<file path="config.mk">
export PLATFORM = sky130hd
export DESIGN_NAME = blank_run_entab_core
export DESIGN_NICKNAME = d
export VERILOG_FILES = /design/src/bre_pkg.sv /design/src/bre_front.sv /design/src/bre_fifo.sv /design/src/bre_back.sv /design/src/blank_run_entab_core.sv
export VERILOG_INCLUDE_DIRS = /design/src /design/src/src
export SDC_FILE = /design/constraint.sdc
export NUM_CORES = 1
export LEC_CHECK = 0
export BUFFER_PORTS_ARGS = -buffer_cell sky130_fd_sc_hd__clkbuf_2
export CELL_PAD_IN_SITES_DETAIL_PLACEMENT = 1
export CELL_PAD_IN_SITES_GLOBAL_PLACEMENT = 1
export CORE_MARGIN = 4
export CORE_UTILIZATION = 35
export CTS_BUF_LIST = sky130_fd_sc_hd__clkbuf_4
export DETAILED_ROUTE_END_ITERATION = 6
export PLACE_DENSITY_LB_ADDON = 0.1
export SETUP_SLACK_MARGIN = 0.05
export SYNTH_ARGS = -nofsm -noshare
export SYNTH_HDL_FRONTEND = slang
export SYNTH_HIERARCHICAL = 1
export SYNTH_SLANG_ARGS = --single-unit
</file>
<file path="constraint.sdc">
create_clock -name clk -period 10 [get_ports clk]
set_input_delay 0.5 -clock clk [delete_from_list [all_inputs] [get_ports clk]]
set_output_delay 0.5 -clock clk [all_outputs]
set_load 0.03 [all_outputs]
</file>
<file path="src/blank_run_entab_core_assert.svh">
// Assertion macros for blank_run_entab_core.
// Expects signals clk and rst_n in the including scope.
`ifndef BLANK_RUN_ENTAB_CORE_ASSERT_SVH
`define BLANK_RUN_ENTAB_CORE_ASSERT_SVH

`ifndef NO_ASSERTIONS
`define BRE_ASSERT(lbl, prop) \
  lbl: assert property (@(posedge clk) disable iff (!rst_n) prop) \
    else $error("bre assertion failed");
`define BRE_ASSERT_RST(lbl, prop) \
  lbl: assert property (@(posedge clk) prop) \
    else $error("bre reset assertion failed");
`else
`define BRE_ASSERT(lbl, prop)
`define BRE_ASSERT_RST(lbl, prop)
`endif

`endif

</file>
<file path="src/bre_pkg.sv">
// Package for blank_run_entab_core: character codes, widths, queue command type.
// No dependencies.
`timescale 1ns / 1ps
package bre_pkg;
  localparam int MAX_TAB_WIDTH = 16;
  localparam int MIN_TAB_WIDTH = 2;
  localparam int TW_W = 5;
  localparam int POS_W = $clog2(MAX_TAB_WIDTH);
  localparam logic [TW_W-1:0] RESET_TAB_WIDTH = TW_W'(8);
  localparam logic [7:0] CH_BLANK = 8'd32;
  localparam logic [7:0] CH_TAB = 8'd9;
  localparam logic [7:0] CH_NEWLINE = 8'd10;

  localparam int QDEPTH = 4;
  localparam int QPTR_W = $clog2(QDEPTH);
  localparam int QCNT_W = $clog2(QDEPTH + 1);

  typedef struct packed {
    logic [POS_W-1:0] n_blanks;
    logic             has_char;
    logic [7:0]       ch;
  } cmd_t;

  typedef struct packed {
    logic [POS_W-1:0] stop;
    logic [POS_W-1:0] pend;
  } front_stat_t;

  typedef struct packed {
    logic [QCNT_W-1:0] count;
    logic              full;
    logic              empty;
  } q_stat_t;
endpackage

</file>
<file path="src/bre_front.sv">
// Front end: accepts items, tracks tab stop column and pending blanks,
// pushes output commands into the queue. Depends on bre_pkg.
`timescale 1ns / 1ps
module bre_front (
  input  logic                   clk,
  input  logic                   rst_n,
  input  logic                   in_valid,
  input  logic [7:0]             in_char,
  input  logic                   in_eoi,
  input  logic [bre_pkg::TW_W-1:0] tab_width,
  input  logic                   q_full,
  output logic                   in_stall,
  output logic                   push,
  output bre_pkg::cmd_t          cmd,
  output bre_pkg::front_stat_t   stat
);
  import bre_pkg::*;

  logic [POS_W-1:0] stop_r, stop_nxt;
  logic [POS_W-1:0] pend_r, pend_nxt;
  logic [TW_W-1:0]  w_eff;
  logic [TW_W-1:0]  stop_inc;
  logic             at_stop;
  logic             acc;

  assign in_stall = q_full;
  assign acc      = in_valid && !q_full;
  assign stat     = '{stop: stop_r, pend: pend_r};

  always_comb begin
    if (tab_width < TW_W'(MIN_TAB_WIDTH)) begin
      w_eff = TW_W'(MIN_TAB_WIDTH);
    end else if (tab_width > TW_W'(MAX_TAB_WIDTH)) begin
      w_eff = TW_W'(MAX_TAB_WIDTH);
    end else begin
      w_eff = tab_width;
    end
    stop_inc = TW_W'(stop_r) + TW_W'(1);
    at_stop  = (stop_inc >= w_eff);
  end

  always_comb begin
    stop_nxt     = stop_r;
    pend_nxt     = pend_r;
    push         = 1'b0;
    cmd.n_blanks = '0;
    cmd.has_char = 1'b1;
    cmd.ch       = in_char;
    if (acc) begin
      if (in_eoi) begin
        cmd.n_blanks = pend_r;
        cmd.has_char = 1'b0;
        push         = (pend_r != '0);
        stop_nxt     = '0;
        pend_nxt     = '0;
      end else begin
        unique case (in_char)
          CH_BLANK: begin
            if (at_stop) begin
              push     = 1'b1;
              cmd.ch   = (pend_r == '0) ? CH_BLANK : CH_TAB;
              stop_nxt = '0;
              pend_nxt = '0;
            end else begin
              stop_nxt = stop_inc[POS_W-1:0];
              pend_nxt = pend_r + POS_W'(1);
            end
          end
          CH_TAB: begin
            push     = 1'b1;
            cmd.ch   = CH_TAB;
            stop_nxt = '0;
            pend_nxt = '0;
          end
          default: begin
            push         = 1'b1;
            cmd.n_blanks = pend_r;
            pend_nxt     = '0;
            if (in_char == CH_NEWLINE || at_stop) begin
              stop_nxt = '0;
            end else begin
              stop_nxt = stop_inc[POS_W-1:0];
            end
          end
        endcase
      end
    end
  end

  always_ff @(posedge clk) begin
    if (!rst_n) begin
      stop_r <= '0;
      pend_r <= '0;
    end else begin
      stop_r <= stop_nxt;
      pend_r <= pend_nxt;
    end
  end
endmodule

</file>
<file path="src/bre_fifo.sv">
// Short command queue between front and back ends.
// Depends on bre_pkg.
`timescale 1ns / 1ps
module bre_fifo (
  input  logic            clk,
  input  logic            rst_n,
  input  logic            push,
  input  bre_pkg::cmd_t   wr_cmd,
  input  logic            pop,
  output bre_pkg::cmd_t   rd_cmd,
  output bre_pkg::q_stat_t stat
);
  import bre_pkg::*;

  cmd_t              mem_r [QDEPTH];
  logic [QPTR_W-1:0] wr_ptr_r, rd_ptr_r;
  logic [QCNT_W-1:0] cnt_r, cnt_nxt;
  logic              do_push, do_pop;

  assign stat.count = cnt_r;
  assign stat.full  = (cnt_r == QCNT_W'(QDEPTH));
  assign stat.empty = (cnt_r == '0);
  assign do_push    = push && !stat.full;
  assign do_pop     = pop && !stat.empty;
  assign rd_cmd     = mem_r[rd_ptr_r];

  always_comb begin
    cnt_nxt = cnt_r;
    case ({do_push, do_pop})
      2'b10:   cnt_nxt = cnt_r + QCNT_W'(1);
      2'b01:   cnt_nxt = cnt_r - QCNT_W'(1);
      default: cnt_nxt = cnt_r;
    endcase
  end

  always_ff @(posedge clk) begin
    if (do_push) begin
      mem_r[wr_ptr_r] <= wr_cmd;
    end
  end

  always_ff @(posedge clk) begin
    if (!rst_n) begin
      wr_ptr_r <= '0;
      rd_ptr_r <= '0;
      cnt_r    <= '0;
    end else begin
      if (do_push) wr_ptr_r <= wr_ptr_r + QPTR_W'(1);
      if (do_pop)  rd_ptr_r <= rd_ptr_r + QPTR_W'(1);
      cnt_r <= cnt_nxt;
    end
  end
endmodule

</file>
<file path="src/bre_back.sv">
// Back end: expands queued commands into result items through an output register.
// Depends on bre_pkg.
`timescale 1ns / 1ps
module bre_back (
  input  logic          clk,
  input  logic          rst_n,
  input  bre_pkg::cmd_t rd_cmd,
  input  logic          q_empty,
  output logic          pop,
  output logic          busy,
  output logic          out_valid,
  input  logic          out_stall,
  output logic [7:0]    out_char,
  output logic          out_last
);
  import bre_pkg::*;

  logic             cur_valid_r, cur_valid_nxt;
  logic [POS_W-1:0] cur_cnt_r, cur_cnt_nxt;
  logic             cur_has_r, cur_has_nxt;
  logic [7:0]       cur_ch_r, cur_ch_nxt;
  logic             out_valid_r;
  logic [7:0]       out_char_r;
  logic             out_last_r;
  logic             load_out;
  logic             cur_fin;

  assign load_out  = !out_valid_r || !out_stall;
  assign cur_fin   = (cur_cnt_r == '0) || (cur_cnt_r == POS_W'(1) && !cur_has_r);
  assign pop       = !q_empty && (!cur_valid_r || (load_out && cur_fin));
  assign busy      = cur_valid_r;
  assign out_valid = out_valid_r;
  assign out_char  = out_char_r;
  assign out_last  = out_last_r;

  always_comb begin
    cur_valid_nxt = cur_valid_r;
    cur_cnt_nxt   = cur_cnt_r;
    cur_has_nxt   = cur_has_r;
    cur_ch_nxt    = cur_ch_r;
    if (pop) begin
      cur_valid_nxt = 1'b1;
      cur_cnt_nxt   = rd_cmd.n_blanks;
      cur_has_nxt   = rd_cmd.has_char;
      cur_ch_nxt    = rd_cmd.ch;
    end else if (load_out && cur_valid_r) begin
      if (cur_fin) begin
        cur_valid_nxt = 1'b0;
      end else begin
        cur_cnt_nxt = cur_cnt_r - POS_W'(1);
      end
    end
  end

  always_ff @(posedge clk) begin
    if (!rst_n) begin
      cur_valid_r <= 1'b0;
      out_valid_r <= 1'b0;
    end else begin
      cur_valid_r <= cur_valid_nxt;
      if (load_out) out_valid_r <= cur_valid_r;
    end
  end

  always_ff @(posedge clk) begin
    cur_cnt_r <= cur_cnt_nxt;
    cur_has_r <= cur_has_nxt;
    cur_ch_r  <= cur_ch_nxt;
    if (load_out && cur_valid_r) begin
      if (cur_cnt_r != '0) begin
        out_char_r <= CH_BLANK;
        out_last_r <= cur_fin;
      end else begin
        out_char_r <= cur_ch_r;
        out_last_r <= 1'b1;
      end
    end
  end
endmodule

</file>
<file path="src/blank_run_entab_core.sv">
// Top level of the blank-to-tab converter: front end, command queue, back end.
// Depends on bre_pkg, bre_front, bre_fifo, bre_back, blank_run_entab_core_assert.svh.
//
//   channel | handshake          | payload
//   in      | in_valid/in_stall  | in_char_in[7:0], in_end_of_input
//   out     | out_valid/out_stall| out_char_out[7:0], out_last_of_run
//   cfg     | cfg_valid/cfg_ready| cfg_tab_width[4:0]
//
// One item accepted per cycle while the 4-entry command queue has room.
// The back end emits one result per cycle unless out_stall holds the output register.
// An accepted item's results pass the command queue, the current-command register and the output register.
// Reset: column and pending blanks zero, tab width 8, queue and output empty.
// in_stall rises only when the queue is full; out_stall holds the output register.
`timescale 1ns / 1ps
`include "blank_run_entab_core_assert.svh"
module blank_run_entab_core (
  input  logic                     clk,
  input  logic                     rst_n,
  input  logic                     in_valid,
  output logic                     in_stall,
  input  logic [7:0]               in_char_in,
  input  logic                     in_end_of_input,
  output logic                     out_valid,
  input  logic                     out_stall,
  output logic [7:0]               out_char_out,
  output logic                     out_last_of_run,
  input  logic                     cfg_valid,
  output logic                     cfg_ready,
  input  logic [bre_pkg::TW_W-1:0] cfg_tab_width
);
  import bre_pkg::*;

  logic [TW_W-1:0] tab_width_r;
  cmd_t            wr_cmd, rd_cmd;
  logic            push, pop, busy;
  front_stat_t     fstat;
  q_stat_t         qstat;

  assign cfg_ready = 1'b1;

  always_ff @(posedge clk) begin
    if (!rst_n) begin
      tab_width_r <= RESET_TAB_WIDTH;
    end else if (cfg_valid && cfg_ready) begin
      tab_width_r <= cfg_tab_width;
    end
  end

  bre_front u_front (
    .clk       (clk),
    .rst_n     (rst_n),
    .in_valid  (in_valid),
    .in_char   (in_char_in),
    .in_eoi    (in_end_of_input),
    .tab_width (tab_width_r),
    .q_full    (qstat.full),
    .in_stall  (in_stall),
    .push      (push),
    .cmd       (wr_cmd),
    .stat      (fstat)
  );

  bre_fifo u_fifo (
    .clk    (clk),
    .rst_n  (rst_n),
    .push   (push),
    .wr_cmd (wr_cmd),
    .pop    (pop),
    .rd_cmd (rd_cmd),
    .stat   (qstat)
  );

  bre_back u_back (
    .clk       (clk),
    .rst_n     (rst_n),
    .rd_cmd    (rd_cmd),
    .q_empty   (qstat.empty),
    .pop       (pop),
    .busy      (busy),
    .out_valid (out_valid),
    .out_stall (out_stall),
    .out_char  (out_char_out),
    .out_last  (out_last_of_run)
  );

  `BRE_ASSERT(a_pend_le_stop, fstat.pend <= fstat.stop)
  `BRE_ASSERT(a_q_grow, push && !pop && !qstat.full |=> qstat.count == $past(qstat.count) + 1'b1)
  `BRE_ASSERT(a_mid_run_busy, out_valid && !out_last_of_run |-> busy)
  `BRE_ASSERT_RST(a_rst_out_idle, !rst_n |=> !out_valid && qstat.empty)
endmodule

</file>
## After elaboration in Yosys (flattened, before gate mapping)

Memories as Yosys holds them, arrays and structs flattened. A register that Yosys moved wholly into a read port is not among the register bits.
Cells that the tools add are included.

- Register bits: 44
- Memory bits (writable): 52
- Word-level logic and storage cells: 92
- Memories: 1

- Add/subtract/negate cells: 7
- $lt $le $gt $ge: 3
- Equality and inequality tests: 8
- Mux-type cells: 32
- Reductions and logical operators: 28

Memory list:

| name | words | width | rd ports | clocked after Yosys merged registers in | write ports | line | source |
|---|---|---|---|---|---|---|---|
| u_fifo.mem_r | 4 | 13 | 1 | 1 | 1 | bre_fifo.sv:15 | `cmd_t mem_r [QDEPTH];` |

Operators with widths:

| cell | count |
|---|---|
| two-way mux 4 bit | 11 |
| equality test 8 x 4 -> 1 bit, second input constant | 2 |
| two-way mux 8 bit | 2 |
| case mux 8 bit (2 select lines) | 1 |
| two-way mux 13 bit | 1 |
| two-way mux 1 bit | 10 |
| two-way mux 5 bit | 2 |
| equality test 8 x 6 -> 1 bit, second input constant | 1 |
| zero test 4 bit | 2 |
| case mux 4 bit (2 select lines) | 1 |
| nonzero test 4 bit | 2 |
| logical AND 1 bit | 7 |
| zero test 1 bit | 6 |
| two-way mux 6 bit | 1 |
| case mux 3 bit (2 select lines) | 1 |
| nonzero test 2 bit | 3 |
| adder 4 x 1 -> 5 bit, second input constant | 1 |
| >= comparator 5 bit | 1 |
| > comparator 5 bit, second input constant | 1 |
| less-than comparator 5 x 2 -> 1 bit, second input constant | 1 |
| adder 2 x 1 -> 2 bit, second input constant | 2 |
| adder 4 x 1 -> 4 bit, second input constant | 1 |
| equality test 4 x 1 -> 1 bit, second input constant | 1 |
| logical OR 1 bit | 4 |
| 11 further kinds | 13 |

## Longest topological paths before layout

- Word-level depth: 11
- Depth in mapped cells: 16
- Mapped depth without buffers: 15

## Cells and area by module

Netlist, hierarchy kept.

Modules (own cells, without submodules):

| module | times used | cells an instance | area each (µm²) | seq. area each (µm²) |
|---|---|---|---|---|
| bre_fifo | 1 | 121 | 2376.0 | 1741.7 |
| bre_back | 1 | 59 | 972.2 | 700.7 |
| bre_front | 1 | 97 | 760.7 | 160.2 |
| blank_run_entab_core | 1 | 18 | 201.4 | 100.1 |

## Worst setup path before layout

OpenSTA, ideal clock, no wires.

- Path kind: reg2reg
- From: register u_front.stop_r[0]
- To: register u_fifo.cnt_r[2]
- Setup time: 70 ps
- Data arrival time: 3151 ps
- Required time: 9930 ps
- Path slack: 6779 ps
- Cell stages (with the launch flop): 17
- Buffers on the path: 1
- Path through: dfxtp_1 > ha_1 > xor2_1 > ha_1 > a21oi_1 > o21ai_1 > a2111oi_4 > a211oi_1 > nor2b_1 > buf_2 > inv_2 > ha_1 > inv_1 > fa_1 > xor2_1 > or3_1 > a21boi_1

- Word-level cells in the longest chain between the ends: 9
- Elaborated cells on any way between the ends: 11

Ends and longest elaborated chain:

| item | line | source |
|---|---|---|
| from (decl) | bre_front.sv:19 | `logic [POS_W-1:0] stop_r, stop_nxt;` |
| from (signal assigned) | bre_front.sv:95 | `stop_r <= stop_nxt;` |
| adder 4 x 1 -> 5 bit (*) | bre_front.sv:38 | `stop_inc = TW_W'(stop_r) + TW_W'(1);` |
| >= comparator 5 bit (*) | bre_front.sv:39 | `at_stop = (stop_inc >= w_eff);` |
| two-way mux 1 bit (*) | bre_front.sv:59 | `if (at_stop) begin` |
| two-way mux 1 bit (*) | bre_front.sv:57 | `unique case (in_char)` |
| two-way mux 1 bit (*) | bre_front.sv:50 | `if (in_eoi) begin` |
| two-way mux 1 bit (*) | bre_front.sv:49 | `if (acc) begin` |
| net push | blank_run_entab_core.sv:35 | `logic push, pop, busy;` |
| logical AND 1 bit (*) | bre_fifo.sv:23 | `assign do_push = push && !stat.full;` |
| equality test 2 x 1 -> 1 bit or equality test 2 bit (tied branches) | bre_fifo.sv:29 | `case ({do_push, do_pop})` |
| case mux 3 bit (2 select lines) or nonzero test 2 bit (tied branches) | n/a |  |
| to (signal assigned) | bre_fifo.sv:50 | `cnt_r <= cnt_nxt;` |
| to (decl) | bre_fifo.sv:17 | `logic [QCNT_W-1:0] cnt_r, cnt_nxt;` |

Mark *: on every way through the listed nets, which the timed path passes. The rest lies on a longest branch.
A chain may end at the register's enable or synchronous reset.

## Worst setup path in the final report

Same ends and word-level chain as after synthesis.

==> results.py <==
metrics = {
    "final_layout": {
        "final_nets": 358,
        "syn_to_final_growth_pct": 8.650,
        "multi_input_area_mm2": 0.001475,
        "drive_above_1_share_pct": 20.49,
        "nFillCells": 1241,
        "instances_no_fill": 474,
        "area.sequential_mm2": 0.002703,
        "antennaDiodeCount": 0,
    },
    "route": {
        "drt-wirelength-per-cell_um": 16.03,
        "drt_first_pass_iters": 4,
        "ant_nets": 0,
        "via_per_inst": 4.958,
        "wl_mm": 7.600,
        "route.vias.total": 2350,
        "drt_iter0_drc": 96,
        "drcViolationCount": 0,
    },
    "synthesis": {
        "yosysUniqueCellTypes": 55,
        "synth_edf_count": 74,
        "synth.most_common_cell": "edfxtp_1",
        "postSynthAreaPerCell_um2": 14.61,
        "postSynthCellCount": 295,
        "netlist_top_cells_area": "edfxtp_1 52%, dfxtp_1 11%, mux4_2 5.2%",
        "syn_area_mm2": 0.004310,
        "syn_nets": 331,
        "synth_top_cell_area_share_pct": 51.55,
        "ys.flop_type": "edfxtp_1",
        "seq_area_frac_synth_pct": 62.70,
        "async_reset_ff_share_pct": 0,
        "synth_top_cell_by_area": "edfxtp_1",
        "yosys_warnings": 6,
        "synth-seq-cells": 98,
        "synthTopCellsByCount": "74 x edfxtp_1, 24 x dfxtp_1, 20 x nand2_1, 16 x and2_1, 16 x ha_1",
    },
    "grt": {
        "grt_usage_pct": 11.59,
        "met1_usage_pct": 15.22,
        "grt_pass1_vias": 2437,
        "use_met2_pct": 18.51,
        "top_usage_layer": "met2",
        "met3_usage_pct": 3.894,
        "antenna_found_initial": 0,
        "grt_max_degree": 28,
        "globalRouteOverflowTotal": 0,
        "grt_pass1_wl_mm": 12.73,
    },
    "power": {
        "powerDensity_mw_per_mm2": 193.4,
        "ir_drop_mv": 0.08186,
        "leakage_nw": 1.627,
        "power.total_mw": 0.9056,
    },
    "run": {
        "drv_cap": 0,
    },
    "clock_tree": {
        "cts_max_level": 3,
        "clock_latency_ns": 0.45,
        "post_cts_resized": 0,
        "cts.sinks": 98,
        "cts_tree": "yes",
        "cts_buffers": 9,
        "postCtsSetupBuffers": 0,
        "cts-root-buf": "clkbuf_4",
        "cts_buffer_depth": 2,
        "cts.clk_slew.worst_paths_ns": 0.14,
        "cts_hold_buf": 0,
    },
    "worst_setup_path": {
        "r2r-end": "u_fifo/cnt_r[2]$_SDFFE_PN0P_",
        "rr_worst_depth": 15,
        "path_class": "reg2reg",
        "cp.arrival_ns": 3.87,
        "worstPathRequired_ns": 10.38,
        "r2r_slack_ns": 6.52,
        "start_kind": "register",
        "critical_path.startpoint": "u_front/stop_r[0]$_SDFFE_PN0P_",
        "critPathCaptureType": "register",
        "crit_end": "u_fifo/cnt_r[2]$_SDFFE_PN0P_",
        "cp_max_fo": 7,
        "reg2reg_from": "u_front/stop_r[0]$_SDFFE_PN0P_",
    },
    "timing": {
        "timing.fmax_ghz": 0.2870,
        "setup_tns_ns": 0,
        "setup_viol": 0,
        "relSlewSlack_pct": 43.57,
        "tightest_slew_ns": 0.8453,
        "slew_violations": 0,
        "rsz0062_at_grt": "false",
        "min_period_ns": 3.484,
        "hold_viol": 0,
        "fin_skew_ns": 0.01969,
        "finalCritPeriodShare_pct": 34.84,
    },
    "floorplanning": {
        "num_rows": 40,
        "top_level_ports": 31,
        "design.core.area_mm2": 0.01201,
        "die_area_mm2": 0.01416,
        "die_w_um": 119.0,
        "fp.dieH_um": 119.0,
        "start_util_pct": 35.89,
    },
    "outcome": {
        "outcome": "complete, no violations",
    },
    "placed_design": {
        "place.port_buffers": 29,
        "placed_cells": 458,
        "globalplace.congestion": 0.7046,
        "hpwl_mm": 5.415,
    },
    "hold_path": {
        "hp-class": "in2reg",
    },
}
-- layer usage --
layer  part of all wire (%)  up-vias
met5                      0        -
met4                    1.1        0
met1                     46     1163
met3                    3.6        7
met2                     50       31
li1                       -     1149
-- state kept, by name, summed over array words and instances, names as in the netlist, 2 cells and up, named ones only --
register          count
u_back/cur_cnt_r      4
u_front/pend_r        4
u_back/out_char       8
u_back/cur_ch_r       8
u_fifo/rd_ptr_r       2
tab_width_r           5
u_fifo/mem_r         52
u_front/stop_r        4
u_fifo/wr_ptr_r       2
u_fifo/cnt_r          3
-- through the flow --
| stage | hold slack, ns | cell area [µm²] | worst slack [ns] | utilization, % |
|---|---|---|---|---|
| 2_1_floorplan | 0.4560 | 4310 | 6.779 | - |
| 3_3_place_gp | 0.4660 | 4563 | 6.623 | 37.99 |
| 3_5_place_dp | 0.4875 | 4563 | 6.505 | 37.99 |
| 4_1_cts | 0.2320 | 4683 | 6.481 | 38.99 |
| 5_1_grt | 0.2218 | 4683 | 6.190 | 38.99 |
| 6_report | 0.2776 | 4683 | 6.516 | 38.99 |
-- kinds of logic after synthesis --
group | after synthesis | share of synthesized area (%)
muxes | 25 | 9.957
AOI/OAI and AO/OA | 32 | 5.457
buffers and inverters | 27 | 3.077
other | 1 | 0.08700
adders and majority gates | 17 | 5.109
xor gates and xnor gates | 7 | 1.422
DFF | 98 | 62.70
and+or+nand+nor | 88 | 12.19
-- how the worst min path moves through the flow --
| stage | start | endpoint | slack (ns) | depth (start not counted) |
|---|---|---|---|---|
| 2_1_floorplan | u_fifo/rd_ptr_r[1]$_SDFFE_PN0P_ | register | 0.46 | 2 |
| 3_3_place_gp | u_fifo/rd_ptr_r[1]$_SDFFE_PN0P_ | u_fifo/rd_ptr_r[1]$_SDFFE_PN0P_ | 0.47 | 2 |
| 3_5_place_dp | u_front/stop_r[3]$_SDFFE_PN0P_ | u_front/stop_r[3]$_SDFFE_PN0P_ | 0.49 | 2 |
| 4_1_cts | cfg_tab_width[3] | tab_width_r[3]$_SDFFE_PN1P_ | 0.23 | 3 |
| 5_1_grt | cfg_tab_width[3] | tab_width_r[3]$_SDFFE_PN1P_ | 0.22 | 3 |
| 6_report | cfg_tab_width[3] | tab_width_r[3]$_SDFFE_PN1P_ | 0.28 | 3 |
-- report_power, final --
part | switching, mW | internal (mW) | leakage [nW] | total, mW
Sequential | 0.0335 | 0.501 | 0.875 | 0.534
Clock | 0.133 | 0.0529 | 0.0619 | 0.186
Combinational | 0.110 | 0.0753 | 0.690 | 0.186
-- critical path, cell delays in order (launching register included) --
cell       delay (ns)
dfxtp_1          0.43
ha_1             0.21
xor2_1           0.21
ha_1             0.28
a21oi_1          0.12
o21ai_1          0.14
a2111oi_4        0.45
a211oi_1         0.08
nor2b_1          0.24
inv_2            0.08
ha_1             0.17
inv_1            0.06
fa_1             0.38
xor2_1           0.16
or3_1            0.31
a21boi_1         0.13
-- placed cells by master, fill, tap and decap left out, types with 2 or more instances in the layout --
cell type    n
edfxtp_1    74
clkbuf_2    29
or2_2        2
o21ai_0      8
nor4_1       2
nor3b_1      2
nand2_1     20
clkinvlp_4   2
nand2b_1     2
or3_1        2
dfxtp_1     24
a21boi_0     2
o31ai_1      2
inv_1       12
xor2_1       5
mux2i_1      8
nand4b_1     3
and2_1      16
nor2b_1     11
and3_1       2
nor2_1       4
xnor2_1      2
nor3_1       4
mux2_1       4
clkbuf_4     9
mux4_1       3
a21oi_1      6
mux4_2      10
o21ai_1      3
nand3_1     10
a21boi_1     2
ha_1        16
-- layout make-up --
type | count | share of cell area, %
timing repair buffer | 30 | 3.259
multi-input combinational | 170 | 31.50
sequential | 98 | 57.71
clock buffer | 9 | 1.443
inverter | 13 | 1.042
tap | 147 | 3.927
clock inverter | 7 | 1.122
(Power assumes the default switching activity.)
